===== src/design/pge_pkg.sv =====
// shared types, constants and log table for the gene entropy block
package pge_pkg;

  localparam int MAX_MACHINES = 16;
  localparam int MAX_JOBS     = 32;
  localparam int MAX_POP      = 256;
  localparam int FRAC_BITS    = 16;

  localparam int MACH_W      = 4;
  localparam int POS_W       = 5;
  localparam int JOB_W       = 5;
  localparam int ADDR_W      = MACH_W + POS_W + JOB_W;
  localparam int STORE_DEPTH = MAX_MACHINES * MAX_JOBS * MAX_JOBS;
  localparam int COUNT_W     = 9;
  localparam int LOG_W       = 20;
  localparam int ACC_W       = 48;
  localparam int DVS_W       = 20;
  localparam int STEP_W      = 6;

  localparam logic [COUNT_W-1:0] COUNT_MAX   = '1;
  localparam logic [LOG_W-1:0]   LOG_POP_MAX = LOG_W'(8 << FRAC_BITS);

  // configuration register indexes
  localparam logic [1:0] REG_NUM_MACHINES = 2'd0;
  localparam logic [1:0] REG_NUM_JOBS     = 2'd1;
  localparam logic [1:0] REG_POP_SIZE     = 2'd2;

  typedef enum logic [3:0] {
    ST_CLEAR, ST_IDLE, ST_CHECK, ST_JDIV, ST_RD, ST_RMW, ST_WSTART, ST_WRD,
    ST_WEV, ST_TERM, ST_DFREQ, ST_DNORM, ST_WNEXT, ST_DMEAN, ST_FOUT
  } state_t;

  typedef enum logic [1:0] {DIV_JOB, DIV_FREQ, DIV_NORM, DIV_MEAN} div_sel_t;

  typedef struct packed {
    logic     capture;
    logic     err_set;
    logic     clear_step;
    logic     div_start;
    div_sel_t div_sel;
    logic     rd_walk;
    logic     wr_item;
    logic     wr_zero;
    logic     walk_init;
    logic     lc_load;
    logic     acc_add;
    logic     walk_step;
    logic     out_load;
  } cmd_t;

  typedef struct packed {
    logic clear_last;
    logic item_bad;
    logic item_last;
    logic div_done;
    logic term_needed;
    logic walk_last;
    logic out_free;
  } sts_t;

  typedef logic [LOG_W-1:0] log_tab_t [256];

  // log2 in fixed point, fraction by repeated squaring of a Q1.30 mantissa
  function automatic logic [LOG_W-1:0] log2_fx(input int unsigned x);
    logic [63:0]         m;
    int unsigned         ip;
    logic [FRAC_BITS-1:0] frac;
    ip = 0;
    frac = '0;
    for (int i = 0; i < 8; i++) begin
      if ((x >> ip) > 1) ip++;
    end
    m = (64'(x) << 30) >> ip;
    for (int i = 0; i < FRAC_BITS; i++) begin
      m = (m * m) >> 30;
      frac = {frac[FRAC_BITS-2:0], 1'b0};
      if (m >= (64'd1 << 31)) begin
        frac[0] = 1'b1;
        m = m >> 1;
      end
    end
    if (x == 0) return '0;
    return {4'(ip), frac};
  endfunction

  function automatic log_tab_t make_log_table();
    log_tab_t t;
    for (int i = 0; i < 256; i++) t[i] = log2_fx(i);
    return t;
  endfunction

  localparam log_tab_t LOG_TABLE = make_log_table();

endpackage


===== src/design/pge_ctrl.sv =====
// controller state machine sequencing load, walk and result
module pge_ctrl import pge_pkg::*; (
  input  logic clk,
  input  logic rst,
  input  logic in_valid,
  output logic in_ready,
  input  sts_t sts,
  output cmd_t cmd
);

  state_t state, state_next;

  always_ff @(posedge clk) begin
    if (rst) state <= ST_CLEAR;
    else state <= state_next;
  end

  // next state
  always_comb begin
    state_next = state;
    unique case (state)
      ST_CLEAR:  if (sts.clear_last) state_next = ST_IDLE;
      ST_IDLE:   if (in_valid) state_next = ST_CHECK;
      ST_CHECK: begin
        if (!sts.item_bad) state_next = ST_JDIV;
        else if (sts.item_last) state_next = ST_WSTART;
        else state_next = ST_IDLE;
      end
      ST_JDIV:   if (sts.div_done) state_next = ST_RD;
      ST_RD:     state_next = ST_RMW;
      ST_RMW:    state_next = sts.item_last ? ST_WSTART : ST_IDLE;
      ST_WSTART: state_next = ST_WRD;
      ST_WRD:    state_next = ST_WEV;
      ST_WEV:    state_next = sts.term_needed ? ST_TERM : ST_WNEXT;
      ST_TERM:   state_next = ST_DFREQ;
      ST_DFREQ:  if (sts.div_done) state_next = ST_DNORM;
      ST_DNORM:  if (sts.div_done) state_next = ST_WNEXT;
      ST_WNEXT:  state_next = sts.walk_last ? ST_DMEAN : ST_WRD;
      ST_DMEAN:  if (sts.div_done) state_next = ST_FOUT;
      ST_FOUT:   if (sts.out_free) state_next = ST_IDLE;
      default:   state_next = ST_IDLE;
    endcase
  end

  // commands
  always_comb begin
    cmd = '0;
    cmd.div_sel = DIV_JOB;
    in_ready = 1'b0;
    unique case (state)
      ST_CLEAR: cmd.clear_step = 1'b1;
      ST_IDLE: begin
        in_ready    = 1'b1;
        cmd.capture = in_valid;
      end
      ST_CHECK: begin
        cmd.err_set   = sts.item_bad;
        cmd.div_start = !sts.item_bad;
        cmd.div_sel   = DIV_JOB;
      end
      ST_RMW:    cmd.wr_item = 1'b1;
      ST_WSTART: cmd.walk_init = 1'b1;
      ST_WRD:    cmd.rd_walk = 1'b1;
      ST_WEV: begin
        cmd.wr_zero = 1'b1;
        cmd.lc_load = 1'b1;
      end
      ST_TERM: begin
        cmd.div_start = 1'b1;
        cmd.div_sel   = DIV_FREQ;
      end
      ST_DFREQ: begin
        cmd.div_start = sts.div_done;
        cmd.div_sel   = DIV_NORM;
      end
      ST_DNORM: cmd.acc_add = sts.div_done;
      ST_WNEXT: begin
        cmd.walk_step = !sts.walk_last;
        cmd.div_start = sts.walk_last;
        cmd.div_sel   = DIV_MEAN;
      end
      ST_FOUT: cmd.out_load = sts.out_free;
      default: ;
    endcase
  end

endmodule


===== config.mk =====
export PLATFORM = sky130hd
export DESIGN_NAME = pge_ctrl
export DESIGN_NICKNAME = d
export VERILOG_FILES = /design/src/design/pge_pkg.sv /design/src/design/pge_ctrl.sv
export SDC_FILE = /design/constraint.sdc
export NUM_CORES = 1
export LEC_CHECK = 0
export BUFFER_PORTS_ARGS = -buffer_cell sky130_fd_sc_hd__buf_2
export CORE_AREA = 2 2 39 41
export DETAILED_ROUTE_END_ITERATION = 6
export DIE_AREA = 0 0 41 43
export HOLD_SLACK_MARGIN = 0.12
export PLACE_DENSITY = 0.75
export SLEW_MARGIN = 40
export SYNTH_ARGS = -nofsm -noshare
export SYNTH_HDL_FRONTEND = slang
export SYNTH_SLANG_ARGS = --single-unit
export TNS_END_PERCENT = 5

===== constraint.sdc =====
create_clock -name clk -period 2.4 [get_ports clk]
set_input_delay 0.36 -clock clk [delete_from_list [all_inputs] [get_ports clk]]
set_output_delay 0.36 -clock clk [all_outputs]
set_load 0.1 [all_outputs]

* Word-level counts from Yosys, hierarchy flattened
Index checks and enable logic that the tools add are counted.
** Cells by class
- Equal/unequal tests :: 21
- Mux-type cells :: 24
- Reduce and logical (&&, ||, !) cells :: 4
** Operator list (count)
- $pmux 4 s15 :: 1
- $mux 4 :: 8
- $eq 4x4->1 const B :: 7
- $eq 4x3->1 const B :: 4
- $ne 2x2->1 const B :: 7
- $pmux 3 s4 :: 1
- $mux 1 :: 11
- $mux 3 :: 3
- $eq 4x2->1 const B :: 2
- $reduce_and 7->1 :: 1
- $eq 4x1->1 const B :: 1
- $logic_not 4->1 :: 1
- $logic_not 1->1 :: 2
** Word-level totals
- Register bits :: 4
- Input port bits :: 10
- Word-level logic and storage cells :: 50

* Logic depth before layout (Yosys ltp)
Gate-level depths: netlist of the first run.
- Depth in word-level cells :: 3
- Gate-level depth with buffers :: 6
- Mapped depth without buffers :: 4

* Worst setup path after synthesis of the first run
Ideal clock, no wire load.
- Path kind :: reg2out
- Start :: register state[1]
- End :: output port cmd[12] (netlist bit)
- Data arrival time :: 3.845 ns
- Required time :: 2.040 ns
- Path slack :: -1.805 ns
- Cell stages (with the launch flop) :: 4
- Buffers on the path :: 1
- Cell sequence :: dfxtp_1 -> buf_6 -> or2b_1 -> nor4b_1
** RTL lines
- from (decl) :: line pge_ctrl.sv:11 : state_t state, state_next;
- from (signal assigned) :: line pge_ctrl.sv:15 : else state <= state_next;
- to (decl) :: line pge_ctrl.sv:8 : output cmd_t cmd

==> flow_results.org, run 1 <==
** Power
- The internal portion of the total power is 0.000169 W.
- For this design the static power due to leakage is 0.341 nW.
- IR analysis of the VDD net gives a maximum drop of 337 µV.
- For this design the ratio of total power to cell area is 371 nW/µm².
- Clock power share :: 27.6%
- Sequential group share of total power :: 28.1%
- In this run switching power makes up 42.1% of total power.
- Per report_power, the combinational group accounts for 44.3% of the total.
- Net switching power :: 0.000123 W

** CTS
- The clock net in this run drives a total of 4 sinks.
- Insertion delay to the later sink of the worst-skew pair :: 0.23 ns
- CTS placed an instance of sky130_fd_sc_hd__clkbuf_4 at the clock tree root.
- Clock transition at path regs :: 0.04 ns
- The clock passes through at most 2 buffers.
- TritonCTS created 3 clock buffers.
- TritonCTS built the clock tree.
- Number of buffers added to fix hold violations after cts :: 0
- The number of gates resized after CTS was 0.
- Number of H-tree branching levels :: 1
- Buffers added to address setup during post-CTS repair amount to 0.

** STA
- Fmax :: 443 MHz
- Minimum clock period after layout :: 2.26 ns
- The final count of hold timing violations is 0.
- Setup repair after global routing missed its margin :: no
- In the post-route analysis, the smallest setup slack over all paths is 0.145 ns.
- The worst path uses 94.0% of the clock period.
- The worst pin sits at a relative slew slack of 59.8%.
- Worst clock skew on the final layout :: 0.00262 ns
- The count of pins over their slew limit was 0.
- Actual transition at the worst max-transition pin :: 0.602 ns
- Tightest hold margin :: 0.363 ns
- Setup violations remaining at the end of the flow were counted as 0.

** Global routing
- Number of global-route vias before repair :: 620
- Entering global routing, the biggest net connects 18 pins.
- Overflow after GRT :: 0
- The first global-routing pass estimated 2.67 mm of wire.
- In the global route stage, overall resource usage came out at 21.7%.
- Number of antenna violations at the first check in global routing :: 0

** Layout
- Ant. Diodes :: 0
- Register with the highest flop count :: state
- Number of nets in the final layout :: 123
- The register with the most flip-flops in the layout has 4 of them.
- The largest registers in the layout are state: 4 flops.
- Across the whole layout, storage elements account for 80.1 µm².
- The top cell types in the final layout, fill and taps aside, are sky130_fd_sc_hd__buf_2 (24), sky130_fd_sc_hd__nand2b_1 (10), sky130_fd_sc_hd__nor2_1 (9).
- Fill cells :: 148
- Relative to the synthesized area, the layout overhead comes to 23.9%.
- The multi-input combinational cells in the finished layout cover a total of 498 µm².
- The count of cells in the finished layout, fillers not included, comes to 127.
- Post-layout instance area :: 786 µm²
- Of the cells placed in the final design, the portion with a size suffix greater than 1 is 35.1%.
- The library cell used most frequently in the layout, excluding fill and tap cells, is sky130_fd_sc_hd__buf_2.

** Synthesis
- Number of standard cells after synthesis :: 89
- During synthesis, Yosys emitted a total of 0 warnings.
- In the synthesized netlist the dominant register cell turns out to be sky130_fd_sc_hd__dfxtp_1.
- Counting flops with an async set or reset pin after synthesis yields a share of 0%.
- Number of enable flip-flop cells after synthesis :: 0
- After synthesis the netlist holds a flip-flop and latch count of 4.
- Counting every net in the synthesized netlist gives 99.
- A synthesized cell averages 7.13 µm².
- Sequential cells were found to cover 12.6% of the synthesized design area.
- Synthesis instantiated 35 different standard cells from the library.
- The mapped netlist covers 634 µm².

** Place
- Input/output buffers :: 24
- The number of placed instances, taps included, is 124.
- Summing all placed instances gives a cell area of 763 µm².
- Prior to clock tree synthesis, the placed netlist has a worst setup slack of 0.409 ns.
- Detailed placement ended at an HPWL of 1.34 mm.
- Routability-driven placement finished with a final weighted congestion of 0.822.

** Routing
- Number of vias per cell after detailed routing :: 5.87
- For this block, the routed nets add up to 1.71 mm of wire.
- Violation count after the first detailed-routing iteration :: 19
- For this block, the via count after detailed routing is 745.
- DRC violation count after routing :: 0
- Antenna violation net count after detailed routing :: 0
- Dividing the detail-routed wire length by the instance count gives 13.4 µm.
- Detailed-router iteration count before antenna repair :: 4

** Die
- Area of the die :: 1760 µm²
- Initial core utilization :: 45.8%
- Core footprint :: 1380 µm²
- Pin placement for this block handled 25 I/O pins.
- Die height :: 43 µm
- The die is 41 µm wide.
- Count of standard-cell rows :: 14

** Setup path
- The worst setup path is launched from a flop.
- In this run the worst path has a maximum fanout of 17.
- R2r worst-path depth :: 4
- Worst flop-to-flop path endpoint :: state[1]
- Nature of the critical path endpoint :: output port
- R2r startpoint :: state[0]
- For the worst setup path, the data arrival time is 1.90 ns.
- By startpoint and endpoint, the worst setup path is classified as reg -> out.
- Required time reported for the critical path endpoint :: 2.04 ns
- The worst register-to-register path has a setup slack of 0.51 ns.

** Hold path
- The worst hold path belongs to the class in -> reg.
- The worst hold path terminates at state[0].
- Worst min-delay path startpoint :: rst
- Cell count of the worst hold path :: 2

** Outcome
- Run status :: finished, final reports clean

** Flow run
- # Max-Cap Violations :: 0
worst max-delay path, cell delays in order (launching register included):
cell and delay [ns]:
sky130_fd_sc_hd__dfxtp_1 0.69, sky130_fd_sc_hd__nand2b_1 0.24, sky130_fd_sc_hd__nor3_2 0.17, sky130_fd_sc_hd__and2_1 0.14, sky130_fd_sc_hd__buf_2 0.42
area by class of cell:
type / instances / area share [%]
clock buffer: 3 / 2.87
multi-input combinational: 72 / 63.4
tap: 16 / 2.55
inverter: 4 / 1.91
timing repair buffer: 28 / 19.1
sequential: 4 / 10.2
per-layer routing:
metal | up-vias | share of wire (%) | track usage [%]
li1 | 372 | - | -
met5 | - | 0 | 0
met2 | 29 | 51 | 31.9
met3 | 2 | 5.7 | 3.14
met1 | 342 | 42 | 28.4
met4 | 0 | 0.47 | 13.3
synthesized netlist by cell type (2+ instances only):
master                     number  share of area [%]
sky130_fd_sc_hd__nand2_1        3                1.8
sky130_fd_sc_hd__inv_1          4                2.4
sky130_fd_sc_hd__buf_4          2                2.4
sky130_fd_sc_hd__nor2b_1        2                2.0
sky130_fd_sc_hd__or2b_1         2                2.4
sky130_fd_sc_hd__nor3_1         6                4.7
sky130_fd_sc_hd__o21ai_0        3                2.4
sky130_fd_sc_hd__buf_2          4                3.2
sky130_fd_sc_hd__buf_6          3                5.3
sky130_fd_sc_hd__mux2i_1        2                3.2
sky130_fd_sc_hd__and2_1         2                2.0
sky130_fd_sc_hd__nor3b_1        2                2.4
sky130_fd_sc_hd__nand3b_1       3                3.6
sky130_fd_sc_hd__nor2_1         9                5.3
sky130_fd_sc_hd__a31oi_1        2                2.0
sky130_fd_sc_hd__nor4_1         2                2.0
sky130_fd_sc_hd__dfxtp_1        4                 13
sky130_fd_sc_hd__a21oi_1        8                6.3
sky130_fd_sc_hd__nand2b_1      10                9.9
power by group through the flow:
stage | Combinational, W | Clock, W | Sequential, W
detailed placement | 0.000129 | 0 | 0.0000826
CTS | 0.000130 | 0.0000858 | 0.0000816
global placement | 0.000128 | 0 | 0.0000819
floorplan | 0.000112 | 0 | 0.0000736
global route | 0.000136 | 0.0000891 | 0.0000829
finish | 0.000129 | 0.0000805 | 0.0000818
through the flow:
stage          utilization, %  power [W]  TNS (ns)
6_report                 56.8   0.000292         0
3_5_place_dp             55.2   0.000212         0
3_3_place_gp             55.2   0.000210         0
2_1_floorplan               -   0.000185     -4.83
5_1_grt                  56.8   0.000308         0
4_1_cts                  56.8   0.000297         0
cells by family (layout without fill, tap and decap cells):
| family | count (synthesis) | count (layout) | synth area share [%] |
|---|---|---|---|
| buffers and inverters | 13 | 35 | 13.2 |
| muxes | 2 | 2 | 3.16 |
| xor gates and xnor gates | 1 | 1 | 1.38 |
| and+or+nand+nor | 43 | 43 | 38.5 |
| DFF | 4 | 4 | 12.6 |
| AOI/OAI and AO/OA | 26 | 26 | 31.2 |
how the worst max path moves through the flow:
stage                  start  endpoint  slack [ns]  cells after the start
floorplan           state[3]    cmd[9]       -0.77                      4
CTS                 state[0]   cmd[13]        0.15                      4
global route        state[0]   cmd[13]       0.007                      4
global placement    state[0]   cmd[13]        0.48                      4
detailed placement  state[0]   cmd[13]        0.41                      4
finish              state[0]   cmd[13]        0.14                      4
(Power assumes the default switching activity.)
==> run 2: changes to the inputs <==
--- a/config.mk
+++ b/config.mk
@@ -6,9 +6,8 @@
 export NUM_CORES = 1
 export LEC_CHECK = 0
 export BUFFER_PORTS_ARGS = -buffer_cell sky130_fd_sc_hd__buf_2
-export CORE_AREA = 2 2 39 41
+export CORE_UTILIZATION = 47
 export DETAILED_ROUTE_END_ITERATION = 6
-export DIE_AREA = 0 0 41 43
 export HOLD_SLACK_MARGIN = 0.12
 export PLACE_DENSITY = 0.75
 export SLEW_MARGIN = 40
==> constraint.sdc (replaced) <==
create_clock -name clk -period 2.1 [get_ports clk]
set_input_delay 0.315 -clock clk [delete_from_list [all_inputs] [get_ports clk]]
set_output_delay 0.315 -clock clk [all_outputs]
set_load 0.1 [all_outputs]
==> run 2 against run 1 <==
Cell area increased by 36%. Core utilization increased by 33 points. Largest power group unchanged. Worst setup slack got worse by 0.093 ns. Power increased by 32%. Combinational power increased by 47%. Non-clock buffer count increased by 3. Register-to-register slack got worse by 0.26 ns. Clock-buffer cell count unchanged. Largest cell class unchanged.
==> flow_results.org, run 2 (same netlist as run 1, synthesis figures left out) <==
** Outcome
- Run status :: finished, final reports clean (unchanged)

** STA
- Max-slew violation total from the final report :: 0 (unchanged)
- Final hold violation count :: 0 (unchanged)
- Setup repair after global routing missed its margin :: no (unchanged)
- The final worst clock skew is 0.00120 ns (was 0.00262 ns).
- The slew at the pin with the worst max-slew slack came to 0.485 ns (was 0.602 ns).
- Max-Slew Margin vs Limit :: 67.9% (was 59.8%)
- Minimum clock period after layout :: 2.05 ns
- Fmax :: 488 MHz
- Setup TNS after final layout :: 0 ns (unchanged)
- Final critical-path share of the clock period :: 97.5%
- The setup-violating endpoint count in the final report was 0 (unchanged).

** CTS
- The clock sink count was 4 (unchanged).
- The buffer levels on the longest clock path came to 2 (unchanged).
- Number of H-tree branching levels :: 1 (unchanged)
- The number of hold buffers added after CTS is 0 (unchanged).
- CTS buffer count :: 3 (unchanged)
- The post-CTS setup repair buffer count came to 0 (unchanged).
- Root cell of the clock tree :: sky130_fd_sc_hd__clkbuf_4 (unchanged)
- The TritonCTS clock tree is yes (unchanged).
- Clock transition at path regs :: 0.04 ns (about the same)
- The number of instances resized during post-cts repair was 0 (unchanged).
- Insertion delay to the later sink of the worst-skew pair :: 0.25 ns (was 0.23 ns)

** Layout
- The number of nets at the end of the flow is 126 (was 123).
- Register with the highest flop count :: state (unchanged)
- Biggest regs :: state: 4 flops (unchanged)
- Fill cells :: 54 (was 148)
- Top library cells by usage in the layout, fill and taps aside :: sky130_fd_sc_hd__buf_12 (14), sky130_fd_sc_hd__nand2b_1 (10), sky130_fd_sc_hd__buf_2 (10) (was sky130_fd_sc_hd__buf_2 (24), sky130_fd_sc_hd__nand2b_1 (10), sky130_fd_sc_hd__nor2_1 (9))
- The final core utilization was 89.9% (was 56.8%).
- The most common library cell in the layout ignoring fill and taps was sky130_fd_sc_hd__buf_12 (was sky130_fd_sc_hd__buf_2).
- The flip-flop count of the largest register, all copies and words added is 4 (unchanged).
- Area added between synthesis and finish :: 68.0% (was 23.9%)
- The number of antenna cells inserted is 0 (unchanged).
- The share of post-route cells with drive strength above 1 is 41.2% (was 35.1%).

** Place
- Global placement routability congestion :: 0.877 (was 0.822)
- The number of buffers inserted by port buffering came to 24 (unchanged).
- Half-perimeter wire length after placement :: 1.63 mm (was 1.34 mm)

** Global routing
- The global-route wire length before repair is 3.39 mm (was 2.67 mm).
- The overflow left after global routing came to 0 (unchanged).
- Number of global-route vias before repair :: 714 (was 620)
- Number of antenna violations at the first check in global routing :: 0 (unchanged)
- The pin count of the biggest net entering global routing was 15 (was 18).
- GRT Overall Usage :: 33.7% (was 21.7%)

** Die
- Die height :: 38.7 µm (was 43 µm)
- Core footprint :: 1190 µm² (was 1380 µm²)
- Initial core utilization :: 53.5% (was 45.8%)
- Count of standard-cell rows :: 12 (was 14)
- The number of top-level pins came to 25 (unchanged).
- The horizontal extent of the die came to 38.7 µm (was 41 µm).
- Area of the die :: 1500 µm² (was 1760 µm²)

** Power
- PwrDens :: 360 nW/µm² (was 371 nW/µm²)
- Sw frac :: 43.9% (was 42.1%)
- Power after layout :: 0.000383 W (was 0.000292 W)
- Sequential group share of total power :: 23.2% (was 28.1%)
- Standby leakage power :: 0.402 nW (was 0.341 nW)
- Clock power share :: 27.5% (was 27.6%)
- The part of the power in combinational logic came to 49.3% (was 44.3%).
- Max rail drop VDD :: 292 µV (was 337 µV)
- Net switching power :: 0.000168 W (was 0.000123 W)
- Internal portion of total power :: 0.000215 W (was 0.000169 W)

** Hold path
- Type of the most critical hold path :: in -> reg (unchanged)

** Flow run
- The number of maximum-capacitance violations is 0 (unchanged).

** Routing
- Met2 Wirelength :: 1.09 mm (was 873 µm)
- The uppermost signal routing layer after detailed routing is met4 (unchanged).
- Total met3 wirelength after detailed routing :: 175 µm (was 98 µm)
- The first-pass detailed-route iteration total is 4 (unchanged).
- Met1 layer wirelength in the final routing :: 892 µm (was 724 µm)
- The total DRC errors in the routed layout is 0 (unchanged).
- The overall via count from detail_route is 838 (was 745).
- The mean routed wirelength per cell is 17.9 µm (was 13.4 µm).
- Antenna violation net count after detailed routing :: 0 (unchanged)
- The DRC marker count from the first detailed-route iteration came to 61 (was 19).
- Total Routed Length :: 2.29 mm (was 1.71 mm)
- Number of vias per cell after detailed routing :: 6.55 (was 5.87)

** Setup path
- Maximum fanout count along the critical path :: 14 (was 17)
- Critical path startpoint :: state[3] (was state[0])
- The critical path start-end classification is reg -> out (unchanged).
- The critical path data arrival time is 1.73 ns (was 1.90 ns).
- Required time reported for the critical path endpoint :: 1.78 ns (was 2.04 ns)
- Reg-to-reg slack, setup :: 0.25 ns (was 0.51 ns)
- Type of origin of the critical path :: flop (unchanged)
- The endpoint of the worst setup timing path was cmd[0] (was cmd[13]).
- The number of cells traversed by the worst register-to-register path was 5 (was 4).
- The reg-to-reg critical path endpoint was state[1] (unchanged).
- The category of the worst setup path capture point is an output port (unchanged).
- The startpoint of the most critical register-to-register path is state[1] (was state[0]).
run 2: cell types whose count changed in the layout (fill, tap and decap cells not counted), moves of 2 or more:
cell and delta:
sky130_fd_sc_hd__buf_12 +14, sky130_fd_sc_hd__buf_2 -14, sky130_fd_sc_hd__buf_4 +3, sky130_fd_sc_hd__nor3_1 -3, sky130_fd_sc_hd__nor3_4 +2
run 2: worst min-delay path by stage:
| stage | cells past startpoint | to | startpoint |
|---|---|---|---|
| after floorplan | 1 | state[0] | rst |
| after global placement | 2 | state[0] | rst |
| after detailed placement | 2 | state[0] | rst |
| after CTS | 2 | state[0] | rst |
| after global routing | 2 | state[0] | rst |
| final | 2 | state[0] | rst |
run 2: power by group through the flow:
stage	combinational (W)	clock, W	sequential [W]
3_5_place_dp	0.000185	0	0.0000899
2_1_floorplan	0.000136	0	0.0000841
6_report	0.000189	0.000105	0.0000891
5_1_grt	0.000195	0.000105	0.0000893
4_1_cts	0.000187	0.000102	0.0000884
3_3_place_gp	0.000182	0	0.0000895
run 2: critical path, cell delays in order, from the launching register on:
cell                      delay (ns)
sky130_fd_sc_hd__dfxtp_1        0.43
sky130_fd_sc_hd__buf_4          0.26
sky130_fd_sc_hd__and2_1         0.27
sky130_fd_sc_hd__nand2_1        0.10
sky130_fd_sc_hd__nor2_1         0.20
sky130_fd_sc_hd__buf_12         0.21
run 2: per-layer routing:
metal  global-route usage, %  vias to the layer above
met1                    40.3                      384
met4                    21.6                        0
met2                    55.8                       61
met5                       0                        -
met3                    4.05                       19
li1                        -                      374
run 2: final cells by class:
class,instances,area (µm²),area share [%]
multi-input combinational,72,548,51.4
timing repair buffer,31,383,35.9
sequential,4,80.1,7.51
clock buffer,3,22.5,2.11
tap,14,17.5,1.64
inverter,4,15.0,1.41
run 2: per-stage QoR:
step / hold WS [ns] / instances / setup slack, ns / area, µm²
finish: 0.313 / 128 / 0.0518 / 1070
global route: 0.329 / 128 / 0.0110 / 1070
CTS: 0.317 / 128 / 0.114 / 1070
detailed placement: 0.563 / 125 / 0.386 / 1040
global placement: 0.553 / 125 / 0.409 / 1040
floorplan: 0.381 / 89 / -0.324 / 712
